File: src/design/bblt_pkg.sv
// shared types and constants of the banked bounded list table
package bblt_pkg;

    localparam int DATA_W   = 32;
    localparam int STATUS_W = 4;
    localparam int COUNT_W  = 5;

    // command codes
    localparam logic [2:0] CMD_CREATE      = 3'd0;
    localparam logic [2:0] CMD_APPEND      = 3'd1;
    localparam logic [2:0] CMD_RM_VALUE    = 3'd2;
    localparam logic [2:0] CMD_RM_LAST     = 3'd3;
    localparam logic [2:0] CMD_RESIZE      = 3'd4;
    localparam logic [2:0] CMD_READ        = 3'd5;
    localparam logic [2:0] CMD_READ_SORTED = 3'd6;
    localparam logic [2:0] CMD_NOP         = 3'd7;

    // status codes
    localparam logic [3:0] ST_OK           = 4'd0;
    localparam logic [3:0] ST_BAD_REGION   = 4'd1;
    localparam logic [3:0] ST_BAD_SIZE     = 4'd2;
    localparam logic [3:0] ST_EXISTS       = 4'd3;
    localparam logic [3:0] ST_NO_MEMORY    = 4'd4;
    localparam logic [3:0] ST_NONE         = 4'd5;
    localparam logic [3:0] ST_FULL         = 4'd6;
    localparam logic [3:0] ST_EMPTY        = 4'd7;
    localparam logic [3:0] ST_BAD_NEW_SIZE = 4'd8;

    // how a decoded command is carried out
    typedef enum logic [1:0] {
        KIND_SINGLE,
        KIND_REMOVE,
        KIND_READ
    } kind_t;

    // controller to datapath
    typedef struct packed {
        logic load;
        logic start;
        logic step;
        logic emit_single;
        logic emit_remove;
        logic emit_elem;
    } dp_cmd_t;

    // datapath to controller
    typedef struct packed {
        kind_t kind;
        logic  scan_done;
        logic  out_free;
        logic  last_elem;
    } dp_stat_t;

endpackage

File: src/design/bblt_ctrl.sv
// sequencing state machine of the banked bounded list table
module bblt_ctrl (
    input  logic               clk,
    input  logic               rst_n,
    input  logic               in_valid,
    output logic               in_ready,
    output bblt_pkg::dp_cmd_t  cmd,
    input  bblt_pkg::dp_stat_t stat
);

    import bblt_pkg::*;

    typedef enum logic [2:0] {
        S_IDLE,
        S_CHECK,
        S_RM_SCAN,
        S_RM_FIN,
        S_RD_SCAN,
        S_RD_EMIT
    } state_t;

    state_t state_reg, state_next;
    logic   ready_reg, ready_next;

    // next state and datapath commands
    always_comb
    begin
        state_next = state_reg;
        cmd        = '0;
        unique case (state_reg)
            S_IDLE:
            begin
                if (in_valid)
                begin
                    cmd.load   = 1'b1;
                    state_next = S_CHECK;
                end
            end
            S_CHECK:
            begin
                unique case (stat.kind)
                    KIND_REMOVE:
                    begin
                        cmd.start  = 1'b1;
                        state_next = S_RM_SCAN;
                    end
                    KIND_READ:
                    begin
                        cmd.start  = 1'b1;
                        state_next = S_RD_SCAN;
                    end
                    default:
                    begin
                        if (stat.out_free)
                        begin
                            cmd.emit_single = 1'b1;
                            state_next      = S_IDLE;
                        end
                    end
                endcase
            end
            S_RM_SCAN:
            begin
                cmd.step = 1'b1;
                if (stat.scan_done)
                begin
                    state_next = S_RM_FIN;
                end
            end
            S_RM_FIN:
            begin
                if (stat.out_free)
                begin
                    cmd.emit_remove = 1'b1;
                    state_next      = S_IDLE;
                end
            end
            S_RD_SCAN:
            begin
                cmd.step = 1'b1;
                if (stat.scan_done)
                begin
                    state_next = S_RD_EMIT;
                end
            end
            S_RD_EMIT:
            begin
                if (stat.out_free)
                begin
                    cmd.emit_elem = 1'b1;
                    state_next    = stat.last_elem ? S_IDLE : S_RD_SCAN;
                end
            end
            default:
            begin
                state_next = S_IDLE;
            end
        endcase
        ready_next = (state_next == S_IDLE);
    end

    // state and registered ready
    always_ff @(posedge clk or negedge rst_n)
    begin
        if (!rst_n)
        begin
            state_reg <= S_IDLE;
            ready_reg <= 1'b1;
        end
        else
        begin
            state_reg <= state_next;
            ready_reg <= ready_next;
        end
    end

    assign in_ready = ready_reg;

endmodule

File: config.mk
export PLATFORM = sky130hd
export DESIGN_NAME = bblt_ctrl
export DESIGN_NICKNAME = d
export VERILOG_FILES = /design/src/design/bblt_pkg.sv /design/src/design/bblt_ctrl.sv
export SDC_FILE = /design/constraint.sdc
export NUM_CORES = 1
export LEC_CHECK = 0
export BUFFER_PORTS_ARGS = -buffer_cell sky130_fd_sc_hd__buf_2
export CAP_MARGIN = 30
export CORE_AREA = 2 2 39 41
export DETAILED_ROUTE_END_ITERATION = 10
export DIE_AREA = 0 0 41 43
export GPL_ROUTABILITY_DRIVEN = 0
export GPL_TIMING_DRIVEN = 0
export PLACE_DENSITY = 0.54
export SLEW_MARGIN = 20
export SYNTH_ARGS = -nofsm -noshare
export SYNTH_HDL_FRONTEND = slang
export SYNTH_SLANG_ARGS = --single-unit
File: constraint.sdc
create_clock -name clk -period 3 [get_ports clk]
set_clock_uncertainty 0.1 [all_clocks]
set_input_delay 0.15 -clock clk [delete_from_list [all_inputs] [get_ports clk]]
set_output_delay 0.15 -clock clk [all_outputs]
set_load 0.03 [all_outputs]
==> summary.txt, run 1 <==
STA
  • Final hold vios: 0
  • Relative slew slack: 79.8%
  • Setup TNS: 0 ps
  • Pins over their slew limit: 0
  • RSZ-0062 raised after global routing: no
  • Setup-failing EPs final: 0
  • Share of the clock period used by the worst path after layout: between 50% and 60%
  • Maximum clock frequency: about 650 MHz
  • Shortest clock period the worst path allows after layout: 1550 ps
  • Worst Slack Setup Final: 1450 ps
  • Slew at the pin closest to its max-slew limit: 302 ps

Yosys
  • Cell count after synthesis: 33
  • Dominant cells by area after synthesis: dfrtp_1, a2111oi_4, dfstp_2
  • Synthesized flop and latch total: 4
  • Warning count from the yosys run: 0
  • Distinct cell type count after synthesis: 21
  • Share of synthesized area occupied by flip-flops and latches: approximately a third
  • Yosys top cell area share: roughly a quarter
  • Synthesized area per cell: 9.59 sq um
  • Cell type with the highest aggregate area in the netlist: dfrtp_1
  • Summed instance area of the synthesized netlist: roughly 320 sq um
  • Post-Synthesis Net Count: 43

Pwr
  • PD cells: roughly 1000 nW/um^2
  • Total leakage power: about 0.23 nW
  • Largest vdd supply drop: around 0.26 mV

Routing
  • DRC: 0
  • Number of routed nets with antenna violations: 0
  • Average wire length per cell after detail routing: between 8 and 9 um
  • Violation count after the first detailed-route iteration: 1
  • Ratio of routed vias to standard cells: ~4.2
  • Length of the first detailed-routing pass in iterations: 2
  • Total via count after detailed routing: 285
  • Routed Wire Length: ~600 um

Global routing
  • Largest net degree at the start of global routing: 10
  • Met1 Track Usage GR: 10.8%
  • Met3 GRT Util: 0%
  • Global routing met2 resource utilization: between 10% and 20%
  • Vias in the first global route: 237
  • All-layer global routing usage: 7.37%
  • Total gr overflow: 0
  • Global-route wire length before repair: a little over 900 um
  • Initial antenna violation count: 0
  • Grt peak-use layer: met1

CTS
  • TritonCTS clock tree: done
  • Clock Pin Slew Worst Setup and Hold Paths: ~40 ps
  • Post-CTS Setup Bufs: 0
  • Number of buffers on the longest clock path: 2
  • CTS resizes: 0
  • TritonCTS Buffers: 3
  • Clock Latency Late Sink: ~230 ps
  • Htree depth: 1
  • Number of sinks driven by the clock tree: 4
  • Quantity of hold-fixing buffers added after cts: 1
  • Root Driver: clkbuf_4

Min path
  • Hold WC Path Type: in2async

Critical path
  • CP max FO: 9
  • Startpoint-to-endpoint class of the critical path: reg2out
  • Data arrival time of the critical path: between 1000 and 1500 ps
  • Type of origin of the critical path: register
  • Worst setup EP type: primary output
  • Required time worst endpoint: 2750 ps

Floorplanning
  • Effective utilization at floorplan: between 20% and 30%
  • Core Box Area: approximately 1400 sq um
  • Floorplan row count: 14
  • Floorplan die height: approximately 43 um
  • Die boundary width: 41 um
  • Full die area: between 1500 and 2000 sq um
  • Top-Level Pins: 15

Flow run
  • Maximum capacitance violations: 0

Cells and area
  • Nets: 63
  • Number of inserted filler cells in the final layout: between 100 and 150
  • ANT cells: 0
  • Share of cells above drive strength 1: between 40 and 50%
  • Max FFs per register: 3
  • Area growth from synthesis to layout: 39.9%

Placement
  • Number of input and output port buffers inserted: 14
  • Place WS: about 1600 ps
  • Detailed placement HPWL: roughly 490 um

Run status
  • Outcome: complete, no violations
==> critical path, stage by stage, from the launching register on <==
cell and delay (ps):
dfrtp_1 340, buf_2 170, nor4b_2 310, buf_2 250
==> report_power, final <==
part,total (mW),internal [mW],switching (mW)
Combinational,0.277,0.112,0.165
Sequential,0.0998,0.0837,0.0161
Clock,0.0710,0.0499,0.0212
Total,0.448,0.245,0.203
==> cells in the mapped netlist <==
master and number:
a21o_1 1, nand2b_1 3, a21oi_1 2, dfrtp_1 3, nor2_1 2, a32o_2 1
nand4bb_1 1, a21bo_2 1, o21ai_1 1, ha_1 2, nor3b_1 1, nor4_1 1
nor3_1 2, dfstp_2 1, a2111oi_4 1, xnor2_1 1, nor4b_2 1, buf_2 2
nand2_1 1, inv_1 4, nand3_1 1
==> per-stage QoR <==
step | hold WS (ps) | instance area (sq um) | util, % | total power, mW | instances
floorplan | -246 | 317 | - | 0.322 | 33
global placement | -144 | 407 | 29.4 | 0.380 | 63
detailed placement | -143 | 407 | 29.4 | 0.380 | 63
CTS | 146 | 443 | 32.0 | 0.454 | 68
global route | 172 | 443 | 32.0 | 0.480 | 68
finish | 149 | 443 | 32.0 | 0.448 | 68
==> layout by cell type, fill, tap and decap left out, drive strengths merged <==
cell          n
nor2          2
a21oi         2
ha            2
nand3         1
a21o          1
nand4bb       1
dlygate4sd3   1
nand2b        3
nor3b         1
a2111oi       1
nor4          1
inv           4
dfstp         1
nand2         1
dfrtp         3
clkbuf        4
o21ai         1
nor3          2
xnor2         1
nor4b         1
a21bo         1
buf          16
a32o          1
==> kinds of logic (layout without fill, tap and decap cells) <==
| logic type | after synthesis | count (layout) | synth area share, % |
|---|---|---|---|
| simple gates | 13 | 13 | 26.9 |
| compound gates | 7 | 7 | 22.5 |
| buf+inv | 6 | 25 | 7.90 |
| flops | 4 | 4 | 32.0 |
| fa+ha+maj | 2 | 2 | 7.90 |
| xor+xnor | 1 | 1 | 2.77 |
==> area by class of cell <==
cell class / count / area (sq um) / share of cell area [%]
plain buffers: 2 / 10.0 / 2.26
multi-input cells: 23 / 190 / 42.9
repair buffers: 15 / 80.1 / 18.1
clock buffers: 4 / 26.3 / 5.93
inverters: 4 / 15.0 / 3.39
flip-flops and latches: 4 / 101 / 22.9
well taps: 16 / 20.0 / 4.52
==> per-layer routing <==
layer  up-vias  share of wire (%)
met2         7                 47
met1       124                 47
met3         0                6.0
met5         -                  0
li1        154                  -
met4         0                  0
==> final timing paths <==
| check | cells past startpoint | slack (ps) | endpoint | start |
|---|---|---|---|---|
| max in group asynchronous | 2 | 2440 | in_ready | rst_n |
| max | 3 | 1450 | cmd[4] | state_reg[1] |
| max reg2reg | 3 | 1610 | in_ready | state_reg[0] |
| min reg2reg | 2 | 580 | state_reg[1] | state_reg[2] |
| min in group clk | 3 | 220 | state_reg[1] | stat[1] |
| min | 2 | 150 | state_reg[0] | rst_n |
Note: power is estimated with default switching activity, not from simulation.
==> inputs of run 2 (changes only) <==
==> constraint.sdc (replaced) <==
create_clock -name clk -period 1.5 [get_ports clk]
set_clock_uncertainty 0.1 [all_clocks]
set_input_delay 0.075 -clock clk [delete_from_list [all_inputs] [get_ports clk]]
set_output_delay 0.075 -clock clk [all_outputs]
set_load 0.03 [all_outputs]
==> summary.txt, run 2 (same netlist as run 1, synthesis figures left out) <==
Pwr
  • PD cells: approximately 2000 nW/um^2
  • Total leakage power: 0.232 nW
  • Largest vdd supply drop: between 0.7 and 0.8 mV

CTS
  • Clock Pin Slew Worst Setup and Hold Paths: 40 ps
  • Number of buffers on the longest clock path: 2
  • Post-CTS Setup Bufs: 0
  • Root Driver: clkbuf_4
  • Number of sinks driven by the clock tree: 4
  • TritonCTS Buffers: 3
  • Htree depth: 1
  • Clock Latency Late Sink: around 230 ps
  • TritonCTS clock tree: done

Global routing
  • Largest net degree at the start of global routing: 10
  • Global-route wire length before repair: a little under 1000 um
  • All-layer global routing usage: 8.47%
  • Initial antenna violation count: 0
  • Vias in the first global route: between 200 and 250
  • Total gr overflow: 0

Critical path
  • First element of the critical path: state_reg[2]
  • Reg-to-reg slack, setup: around 100 ps
  • Reg-to-reg endpoint: in_ready
  • Cells on worst reg2reg path: 4
  • Startpoint-to-endpoint class of the critical path: reg2out
  • Worst setup EP type: primary output
  • Data arrival time of the critical path: roughly 1300 ps
  • Type of origin of the critical path: register
  • Destination of the critical timing path: cmd[4]
  • Reg2Reg Launch Point: state_reg[1]
  • CP max FO: 9
  • Required time worst endpoint: 1320 ps

Routing
  • Average wire length per cell after detail routing: ~9.5 um
  • Violation count after the first detailed-route iteration: 3
  • Total via count after detailed routing: 292
  • Number of routed nets with antenna violations: 0
  • DRC: 0
  • Length of the first detailed-routing pass in iterations: 2
  • Routed Wire Length: 648 um
  • Ratio of routed vias to standard cells: between 4 and 5

STA
  • Pins over their slew limit: 0
  • Relative slew slack: 80.6%
  • Setup TNS: 0 ps
  • RSZ-0062 raised after global routing: yes
  • Shortest clock period the worst path allows after layout: around 1400 ps
  • Share of the clock period used by the worst path after layout: a little over nine tenths
  • Setup-failing EPs final: 0
  • Slew at the pin closest to its max-slew limit: 291 ps
  • Final hold vios: 0
  • Maximum clock frequency: ~700 MHz

Placement
  • Placed cell areas: 422 sq um
  • Number of input and output port buffers inserted: 14
  • Detailed placement HPWL: 503 um

Floorplanning
  • Die boundary width: roughly 41 um
  • Effective utilization at floorplan: between 20% and 30%
  • Floorplan die height: ~43 um
  • Core Box Area: between 1000 and 1500 sq um
  • Top-Level Pins: 15
  • Floorplan row count: 14
  • Full die area: approximately 1800 sq um

Cells and area
  • ANT cells: 0
  • Nets: 63
  • Share of cells above drive strength 1: around half
  • Max FFs per register: 3
  • Most frequent cells in the layout: buf_2, inv_1, nand2b_1, clkbuf_4
  • Area growth from synthesis to layout: 47.8%
  • Post-layout instance area: around 470 sq um
  • Share of the core filled with cells: between 30% and 40%
  • Number of inserted filler cells in the final layout: roughly 160
  • Most common cell after layout, fill and taps aside: buf_2
  • Area occupied by multi-input gates: slightly above 200 sq um
  • Storage element area: 103 sq um

Run status
  • Outcome: complete, no violations

Min path
  • Hold WC Path Type: in2async

Flow run
  • Maximum capacitance violations: 0
-- run 2: cell count changes in the layout (fill, tap and decap cells not counted) --
cell     delta
nor4_1      -1
nor4_2      +1
dfrtp_2     +1
buf_6       +1
nor4b_2     -1
buf_2       -2
buf_4       +1
nor4b_4     +1
dfrtp_1     -1
-- run 2: worst min-delay path by stage --
stage	from	slack, ps	to	cells past startpoint
floorplan	rst_n	-320	state_reg[0]	0
detailed placement	rst_n	-220	state_reg[0]	1
finish	rst_n	80	state_reg[1]	2
global route	rst_n	100	state_reg[1]	2
global placement	rst_n	-220	state_reg[0]	1
CTS	rst_n	70	state_reg[1]	2
-- run 2: area by class of cell --
type | count | area share (%)
plain buffers | 2 | 2.14
clock buffers | 4 | 5.61
inverters | 4 | 3.21
multi-input cells | 23 | 43.9
flip-flops and latches | 4 | 21.9
well taps | 16 | 4.28
repair buffers | 15 | 19.0
-- run 2: layer usage --
metal | GRT usage [%] | routed length, um | part of all wire [%]
met5 | 0 | 0 | 0
met4 | 6.00 | 0 | 0
met3 | 1.57 | 34 | 5.2
met2 | 11.6 | 302 | 47
met1 | 11.4 | 311 | 48
-- run 2: what timing repair did --
item / CTS / global route
setup endpoints to repair: 0 / 3
gates resized for setup: 0 / 6
hold buffers: 1 / 0
hold endpoints to repair: 4 / 0
-- run 2: critical path, stage by stage, from the launching register on --
cell and delay [ps]:
dfrtp_1 350, buf_2 180, nor4b_4 310, buf_6 170
-- run 2: stage by stage --
stage                     hold WS (ps)  instances  power [mW]  setup slack (ps)
after CTS                         67.8         68       0.945              8.49
final                             79.7         68       0.945              65.9
after floorplan                   -321         33       0.670             -1.08
after detailed placement          -219         63       0.789               104
after global placement            -222         63       0.786               134
after global routing               100         68        1.02             -2.93
-- run 2: power breakdown --
part	internal, mW	total [mW]	switching, mW
Sequential	0.170	0.206	0.0359
Clock	0.0998	0.144	0.0439
Combinational	0.249	0.595	0.346
Total	0.519	0.945	0.426
